`src/hw/rtl/msort_pkg.sv`:
```
// msort_pkg: shared types and constants for the merge_sorter block.
// Used by msort_cell and merge_sorter; depends on nothing else.
`timescale 1ns / 1ps

package msort_pkg;

    localparam int DATA_W        = 32;
    localparam int DEPTH_DEFAULT = 16;

    typedef enum logic {
        ST_LOAD,
        ST_DRAIN
    } state_t;

    // one cell's contents as seen by its neighbors
    typedef struct packed {
        logic                     valid;
        logic signed [DATA_W-1:0] value;
    } slot_t;

    // per-cycle command broadcast to every cell
    typedef struct packed {
        logic insert;
        logic shift;
    } cell_ctrl_t;

endpackage

```
`src/hw/rtl/msort_cell.sv`:
```
// msort_cell: one slot of the sorting chain, holds one element and a valid bit.
// Insert places a new element in order; shift hands contents toward cell 0.
// Depends on msort_pkg.
`timescale 1ns / 1ps

module msort_cell (
    input  logic                              clk,
    input  logic                              rst_n,
    input  msort_pkg::cell_ctrl_t             ctrl,
    input  logic signed [msort_pkg::DATA_W-1:0] new_value,
    input  msort_pkg::slot_t                  prev_slot,
    input  logic                              prev_ins,
    input  msort_pkg::slot_t                  next_slot,
    output msort_pkg::slot_t                  slot,
    output logic                              ins
);

    logic                               valid_reg;
    logic                               valid_next;
    logic signed [msort_pkg::DATA_W-1:0] value_reg;
    logic signed [msort_pkg::DATA_W-1:0] value_next;

    // new element belongs at or before this slot
    assign ins = !valid_reg || (new_value < value_reg);

    always_comb
    begin
        valid_next = valid_reg;
        value_next = value_reg;
        priority if (ctrl.shift)
        begin
            valid_next = next_slot.valid;
            value_next = next_slot.value;
        end
        else if (ctrl.insert && ins)
        begin
            valid_next = prev_ins ? prev_slot.valid : 1'b1;
            value_next = prev_ins ? prev_slot.value : new_value;
        end
    end

    always_ff @(posedge clk or negedge rst_n)
    begin
        if (!rst_n)
        begin
            valid_reg <= 1'b0;
        end
        else
        begin
            valid_reg <= valid_next;
        end
    end

    always_ff @(posedge clk)
    begin
        value_reg <= value_next;
    end

    assign slot.valid = valid_reg;
    assign slot.value = value_reg;

endmodule

```
`src/hw/rtl/merge_sorter.sv`:
```
// merge_sorter: top level, a chain of msort_cell slots kept in ascending order.
// Depends on msort_pkg and msort_cell.
//
// channel  direction  handshake               payload
// load     in         start & !busy           value, last
// result   out        result_strobe           sorted_value, final_res
//
// Loading takes one element per cycle while busy is low; each element drops into its ordered slot.
// After the transaction with last set, the n held elements leave one per cycle,
// smallest first; busy is high while they drain.
// The shift of the cell chain toward cell 0 sets the output rate.
// Reset clears all valid bits and returns to loading; the receiver cannot stall.
// Elements arriving while all DEPTH cells are full are dropped.
`timescale 1ns / 1ps

module merge_sorter #(
    parameter int DEPTH = msort_pkg::DEPTH_DEFAULT
) (
    input  logic                                clk,
    input  logic                                rst_n,
    input  logic                                start,
    output logic                                busy,
    input  logic signed [msort_pkg::DATA_W-1:0] value,
    input  logic                                last,
    output logic                                result_strobe,
    output logic signed [msort_pkg::DATA_W-1:0] sorted_value,
    output logic                                final_res
);

    msort_pkg::state_t     state_reg;
    msort_pkg::state_t     state_next;
    msort_pkg::cell_ctrl_t ctrl;
    msort_pkg::slot_t      slots [DEPTH];
    logic [DEPTH-1:0]      ins_vec;
    logic                  accept;
    logic                  full;

    assign accept = start && !busy;
    assign full   = slots[DEPTH-1].valid;

    genvar g;
    generate
        for (g = 0; g < DEPTH; g++)
        begin : g_cell
            msort_pkg::slot_t prev_s;
            msort_pkg::slot_t next_s;
            logic             prev_i;

            if (g == 0)
            begin : g_head
                assign prev_s = '0;
                assign prev_i = 1'b0;
            end
            else
            begin : g_body
                assign prev_s = slots[g-1];
                assign prev_i = ins_vec[g-1];
            end

            if (g == DEPTH - 1)
            begin : g_tail
                assign next_s = '0;
            end
            else
            begin : g_mid
                assign next_s = slots[g+1];
            end

            msort_cell u_cell (
                .clk       (clk),
                .rst_n     (rst_n),
                .ctrl      (ctrl),
                .new_value (value),
                .prev_slot (prev_s),
                .prev_ins  (prev_i),
                .next_slot (next_s),
                .slot      (slots[g]),
                .ins       (ins_vec[g])
            );
        end
    endgenerate

    always_ff @(posedge clk or negedge rst_n)
    begin
        if (!rst_n)
        begin
            state_reg <= msort_pkg::ST_LOAD;
        end
        else
        begin
            state_reg <= state_next;
        end
    end

    always_comb
    begin
        state_next  = state_reg;
        ctrl.insert = 1'b0;
        ctrl.shift  = 1'b0;
        busy        = 1'b0;
        unique case (state_reg)
            msort_pkg::ST_LOAD:
            begin
                ctrl.insert = accept && !full;
                if (accept && last)
                begin
                    state_next = msort_pkg::ST_DRAIN;
                end
            end
            msort_pkg::ST_DRAIN:
            begin
                busy       = 1'b1;
                ctrl.shift = 1'b1;
                if (!slots[1].valid)
                begin
                    state_next = msort_pkg::ST_LOAD;
                end
            end
            default:
            begin
                state_next = msort_pkg::ST_LOAD;
            end
        endcase
    end

    assign result_strobe = (state_reg == msort_pkg::ST_DRAIN);
    assign sorted_value  = slots[0].value;
    assign final_res     = result_strobe && !slots[1].valid;

    a_strobe_has_data: assert property (@(posedge clk) disable iff (!rst_n)
        result_strobe |-> slots[0].valid)
        else $error("result strobe without a held element");

    a_last_starts_drain: assert property (@(posedge clk) disable iff (!rst_n)
        accept && last |=> result_strobe)
        else $error("no output after last element");

    a_final_ends_drain: assert property (@(posedge clk) disable iff (!rst_n)
        result_strobe && final_res |=> !busy && !slots[0].valid)
        else $error("chain not empty after final result");

    a_drain_continues: assert property (@(posedge clk) disable iff (!rst_n)
        result_strobe && !final_res |=> result_strobe)
        else $error("drain stopped early");

    a_chain_order: assert property (@(posedge clk) disable iff (!rst_n)
        slots[1].valid |-> slots[0].valid && (slots[0].value <= slots[1].value))
        else $error("head of chain out of order");

endmodule

```
`config.mk`:
```
export PLATFORM = sky130hd
export DESIGN_NAME = merge_sorter
export DESIGN_NICKNAME = d
export VERILOG_FILES = /design/src/hw/rtl/msort_pkg.sv /design/src/hw/rtl/msort_cell.sv /design/src/hw/rtl/merge_sorter.sv
export SDC_FILE = /design/constraint.sdc
export NUM_CORES = 2
export LEC_CHECK = 0
export BUFFER_PORTS_ARGS = -buffer_cell sky130_fd_sc_hd__buf_2
export CELL_PAD_IN_SITES_DETAIL_PLACEMENT = 0
export CELL_PAD_IN_SITES_GLOBAL_PLACEMENT = 1
export CORE_MARGIN = 3
export CORE_UTILIZATION = 30
export CTS_CLUSTER_SIZE = 8
export DETAILED_ROUTE_END_ITERATION = 10
export PLACE_DENSITY = 0.59
export SYNTH_ARGS = -nofsm -noshare
export SYNTH_HDL_FRONTEND = slang
export SYNTH_SLANG_ARGS = --single-unit
```
`constraint.sdc`:
```
create_clock -name clk -period 4.82 [get_ports clk]
set_clock_uncertainty 0.05 [all_clocks]
set_input_delay 1.205 -clock clk [delete_from_list [all_inputs] [get_ports clk]]
set_output_delay 1.205 -clock clk [all_outputs]
set_load 0.01 [all_outputs]
```
# Word-level counts from Yosys, hierarchy flattened

Cells that the tools add are included.

Bits in registers: 529
Latch bits: 0
Memory bits (writable): 0
Bits in read-only memories: 0
Input bits: 36
Output and inout bits: 35
Logic and storage cells: 216
Memories kept: 0

$add $sub $neg: 0
$mul: 0
Divide/modulo/power cells: 0
$lt $le $gt $ge: 16
Equality and inequality tests: 0
Shift operators: 0
Multiplexer cells: 97
Bitwise logic cells: 1
Reductions and logical operators: 69

Operators with widths:

| operator                           | count |
|---|---|
| two-way mux 32 bit                 | 45 |
| < comparator 32 bit                | 16 |
| two-way mux 1 bit                  | 51 |
| nonzero test 2 bit                 | 16 |
| logical AND 1 bit                  | 20 |
| zero test 1 bit                    | 17 |
| logical OR 1 bit                   | 16 |
| one-hot mux 1 bit (2 select lines) | 1 |
| NOT 1 bit                          | 1 |

# Longest topological paths before layout

Depth after elaboration: 8
Mapped depth: 12
Mapped depth without buffers: 10

# Hierarchy

Synthesis repeated with hierarchy kept, for this count alone.

Cells, all modules: 4232
Area total of the unflattened synthesis: 40168.5 um2

Modules (own cells, without submodules):

| module       | times used | cells each | area each (um2) |
|---|---|---|---|
| msort_cell   | 16         | 264        | 2506.2 |
| merge_sorter | 1          | 8          | 70.1 |

# Worst setup path after synthesis

OpenSTA, ideal clock, no wires.

Kind: in2reg
From: in value[23] (netlist name)
To: reg g_cell[4].u_cell.value_reg[0] (netlist name), enable pin
Library setup time: 0.428 ns
Data arrival time: 4.394 ns
Slack: -0.052 ns
Stages on the path: 9
Buffers on the path: 1
Path through: ha_1 > and3_1 > a221o_1 > a221oi_2 > o211ai_1 > nand2_1 > a31oi_4 > buf_8 > o21bai_1

Cells in the longest elaborated chain, start to end: 4

RTL lines:

| what                                | line               | RTL |
|---|---|---|
| from (decl)                         | merge_sorter.sv:23 | `input logic signed [msort_pkg::DATA_W-1:0] value,` |
| < comparator 32 bit                 | msort_cell.sv:24   | `assign ins = !valid_reg \|\| (new_value < value_reg);` |
| logical OR 1 bit                    | msort_cell.sv:24   |  |
| logical AND 1 bit                   | msort_cell.sv:35   | `else if (ctrl.insert && ins)` |
| nonzero test 2 bit (no source line) | n/a                |  |
| to (signal assigned)                | msort_cell.sv:56   | `value_reg <= value_next;` |
| to (decl)                           | msort_cell.sv:20   | `logic signed [msort_pkg::DATA_W-1:0] value_reg;` |

No other way between the ends.
A chain may end at the register's enable or synchronous reset.

# Final worst setup path

From: in value[21] (netlist name)
To: reg g_cell[1].u_cell.value_reg[1] (netlist name) (data pin)

Cells in the longest elaborated chain, start to end: 5

RTL lines:

| what                                      | line             | RTL |
|---|---|---|
| < comparator 32 bit                       | msort_cell.sv:24 |  |
| logical OR 1 bit                          | msort_cell.sv:24 |  |
| two-way mux 32 bit                        | msort_cell.sv:38 | `value_next = prev_ins ? prev_slot.value : new_value;` |
| two-way mux 32 bit                        | msort_cell.sv:35 |  |
| two-way mux 32 bit                        | msort_cell.sv:30 | `priority if (ctrl.shift)` |
| net g_cell[1].u_cell.value_next (one bit) | msort_cell.sv:21 | `logic signed [msort_pkg::DATA_W-1:0] value_next;` |
| to (signal assigned)                      | msort_cell.sv:56 |  |
| to (decl)                                 | msort_cell.sv:20 |  |

The timed path passes the listed nets, and every way through them passes these cells. The select of a mux whose other input is x is not followed.

==> qor.log <==
[timing] fmax 0.241 GHz
[finish] post-layout instance area 43,800 um2
[timing] max-slew violation total from the final report 0
[clocking] clock slew seen by the registers of the worst setup and hold paths 0.05 ns
[global_routing] largest net degree at the start of global routing 224
[floorplan] die span in y 365 um
[power_and_ir_drop] LEAKAGE 18.5 nW
[timing] final setup TNS 0 ns
[critical_path] Arr. time, crit path 4.43 ns
[finish] fraction of layout cells with a size suffix above 1 9.40%
[finish] count of inserted antenna diode cells 0
[yosys] number of flip-flops and latches in the synthesized netlist 529
[global_routing] first-pass GRT wire length 170 mm
[critical_path] worst r2r dst g_cell[1].u_cell.value_reg[1]
[critical_path] Reg-to-Reg Start g_cell[0].u_cell.value_reg[21]
[floorplan] width of the die 365 um
[drt] via count normalized by instance count 5.02
[timing] Max-Slew Margin vs Limit 27.1%
[timing] final setup violation count 0
[yosys] number of warnings issued by yosys 0
[yosys] cell with the most instances after synthesis sky130_fd_sc_hd__nand2_1
[critical_path] sort of element at the start of the critical path primary input
[yosys] gate count of the mapped netlist 4,078
[floorplan] Initial Util 30.5%
[clocking] clock network latency to the later pin of the worst-skew pair 0.63 ns
[job] maxcap violations 0
[drt] total wire length 108 mm
[placed_design] IO Port Bufs 70
[clocking] level count of the clock H-tree 3
[finish] final net count 4,628
[finish] number of filler cells placed in the layout 13,024
[drt] Iteration-0 DRC Markers 2,071
[critical_path] endpoint kind of the worst setup timing path register
[global_routing] antenna violations before repair 0
[critical_path] type of the setup path with the least slack in -> reg
[critical_path] delay contributed by the slowest stage of the critical path 0.63 ns
[critical_path] Worst Setup EP g_cell[1].u_cell.value_reg[1]
[placed_design] detailed placer's ending HPWL 80.4 mm
[drt] total DRC errors in the routed layout 0
[clocking] Setup Buffers After CTS 0
[power_and_ir_drop] peak ir drop on the vdd network 0.000451 V
[clocking] number of CTS-inserted buffers 76
[critical_path] Reg2Reg Setup Slack 1.00 ns
[critical_path] maximum fanout encountered on the critical timing path 20
[global_routing] GRT Residual Overflow 0
[critical_path] worst-path cell with the longest stage delay sky130_fd_sc_hd__a221oi_1
[yosys] dominant synthesized flop cell sky130_fd_sc_hd__edfxtp_1
[timing] final critical-path required period 4.15 ns
[drt] DR vias 29,231
[drt] iteration count of the initial detailed-routing pass 5
[yosys] Post-synth ARST share 3.21%
[placed_design] RD Place Congestion 0.790
[yosys] cell type with the largest total area after synthesis sky130_fd_sc_hd__edfxtp_1
[finish] flip-flop count of the largest register after layout 512
[status] result of the run finished, final reports clean
[clocking] clock tree from TritonCTS yes
[global_routing] via count of the first global-routing pass 29,043
[yosys] main area contributors after synthesis sky130_fd_sc_hd__edfxtp_1 37%, sky130_fd_sc_hd__ha_1 15%, sky130_fd_sc_hd__mux2i_1 8.3%
[timing] number of failing hold endpoints at the final stage 0
[clocking] post-CTS resize count 0
[placed_design] post-place setup slack -0.00878 ns
[critical_path] source of the critical timing path value[21]
[critical_path] Worst R2R Path Depth 12
[floorplan] Die Area 133,000 um2
[drt] Post-DRT Antenna Nets 0
[clocking] CTS Hold Bufs 0
[timing] Worst Slack Setup Final 0.671 ns
[floorplan] # rows 130
[clocking] root buf cell sky130_fd_sc_hd__clkbuf_16
[yosys] post-synthesis cell area 38,600 um2
[timing] unrepaired setup endpoints after global routing false
[yosys] Post-Synthesis Net Count 4,579
[placed_design] placed instance area 41,600 um2
[yosys] Yosys cell types 62
[finish] area growth from synthesis to layout 13.5%
[yosys] number of enable flip-flop cells after synthesis 480
[critical_path] cells along the critical path buf_2 > ha_1 > a21oi_1 > o21ai_0 > a221oi_1 > buf_4 > o211ai_1 > a41oi_1 > mux2i_4 > buf_4 > mux2i_1 > o21ai_0
[clocking] Bufs on Longest Clock Path 3
[global_routing] global router's overall resource usage 16.1%
[yosys] Avg Synthesized Cell Area 9.46 um2
[floorplan] IO Count 71
[clocking] clock sinks 529
[yosys] Post-synth top cells 515 x sky130_fd_sc_hd__nand2_1, 488 x sky130_fd_sc_hd__inv_1, 480 x sky130_fd_sc_hd__edfxtp_1, 465 x sky130_fd_sc_hd__ha_1, 360 x sky130_fd_sc_hd__o21ai_0
[yosys] area share of the largest cell type after synthesis 37.4%
[drt] routed length per placed instance 18.6 um
[min_path] path type of the worst min-delay path reg -> reg
[timing] slew at the pin closest to its max-slew limit 1.09 ns
[yosys] post-synthesis sequential area ratio 40.1%
[timing] final clock period utilization by the worst path 86.1%
[critical_path] Required @ worst endpoint 5.10 ns
[floorplan] area of the core 127,000 um2
[power_and_ir_drop] P per Cell Area 768 nW/um2
[timing] Min Hold Slack 0.496 ns
## area by class of cell
| type | count | area [um2] | share of cell area, % |
|---|---|---|---|
| Multi-Input combinational cell | 2797 | 20300 | 46.3 |
| Inverter | 488 | 1830 | 4.18 |
| Clock inverter | 4 | 57.6 | 0.131 |
| Clock buffer | 115 | 2090 | 4.77 |
| Tap cell | 1650 | 2060 | 4.71 |
| Sequential cell | 529 | 15500 | 35.4 |
| Timing Repair Buffer | 235 | 1990 | 4.54 |
## placed cells by master (no fill, tap or decap), types with 37 or more instances in the layout
master and instances:
sky130_fd_sc_hd__inv_1 488, sky130_fd_sc_hd__nor2_1 41, sky130_fd_sc_hd__mux2i_1 320, sky130_fd_sc_hd__clkbuf_16 78, sky130_fd_sc_hd__nor4_1 42, sky130_fd_sc_hd__nand4_1 81
sky130_fd_sc_hd__buf_2 70, sky130_fd_sc_hd__clkbuf_1 37, sky130_fd_sc_hd__nand2_1 515, sky130_fd_sc_hd__ha_1 465, sky130_fd_sc_hd__nor3_1 110, sky130_fd_sc_hd__o21ai_1 91
sky130_fd_sc_hd__mux2_2 37, sky130_fd_sc_hd__a21oi_1 253, sky130_fd_sc_hd__nand2b_1 86, sky130_fd_sc_hd__o21ai_0 360, sky130_fd_sc_hd__a21o_1 60, sky130_fd_sc_hd__or3_1 37
sky130_fd_sc_hd__edfxtp_1 480, sky130_fd_sc_hd__buf_4 133, sky130_fd_sc_hd__a22oi_1 70
## critical path, delay by kind of cell
kind / cells / cell delay (ns)
muxes: 2 / 0.56
adders and majority gates: 1 / 0.33
AOI/OAI and AO/OA: 6 / 1.54
buffers and inverters: 3 / 0.78
## worst min path at each step
stage	to	start	slack, ns	cells after the start
global placement	g_cell[4].u_cell.valid_reg	g_cell[3].u_cell.valid_reg	0.44	2
finish	g_cell[8].u_cell.valid_reg	g_cell[7].u_cell.valid_reg	0.50	2
floorplan	g_cell[4].u_cell.valid_reg	g_cell[3].u_cell.valid_reg	0.42	2
detailed placement	g_cell[4].u_cell.valid_reg	g_cell[3].u_cell.valid_reg	0.47	2
CTS	g_cell[0].u_cell.valid_reg	rst_n	0.48	1
global route	g_cell[0].u_cell.valid_reg	rst_n	0.51	1
## where the power goes
group,switching [mW],leakage [nW],internal [mW]
Sequential,2.06,5.17,9.32
Clock,2.10,1.03,2.96
Combinational,10.3,12.3,6.90
Total,14.4,18.5,19.2
## logic make-up after synthesis
| group | count (synthesis) | share of synthesized area, % |
|---|---|---|
| AOI/OAI and AO/OA | 996 | 15.4 |
| buffers and inverters | 752 | 8.04 |
| DFF | 529 | 40.1 |
| muxes | 359 | 9.45 |
| adders and majority gates | 465 | 15.1 |
| and+or+nand+nor | 977 | 11.9 |
## through the flow
stage          util, %  total power, mW  instances
2_1_floorplan        -             23.3       4078
3_3_place_gp      32.9             28.5       5699
3_5_place_dp      32.9             28.8       5699
4_1_cts           34.6             34.0       5818
5_1_grt           34.6             36.8       5818
6_report          34.6             33.6       5818
## per-layer routing
layer  GRT usage [%]  share of wire (%)  vias to the layer above
li1                -                  -                    14821
met1            24.3                 53                    13809
met2            24.5                 43                      461
met3            1.60                2.8                      140
met4            3.91                2.1                        0
met5               0                  0                        -
No activity file was read; power rests on OpenSTA's default activity.
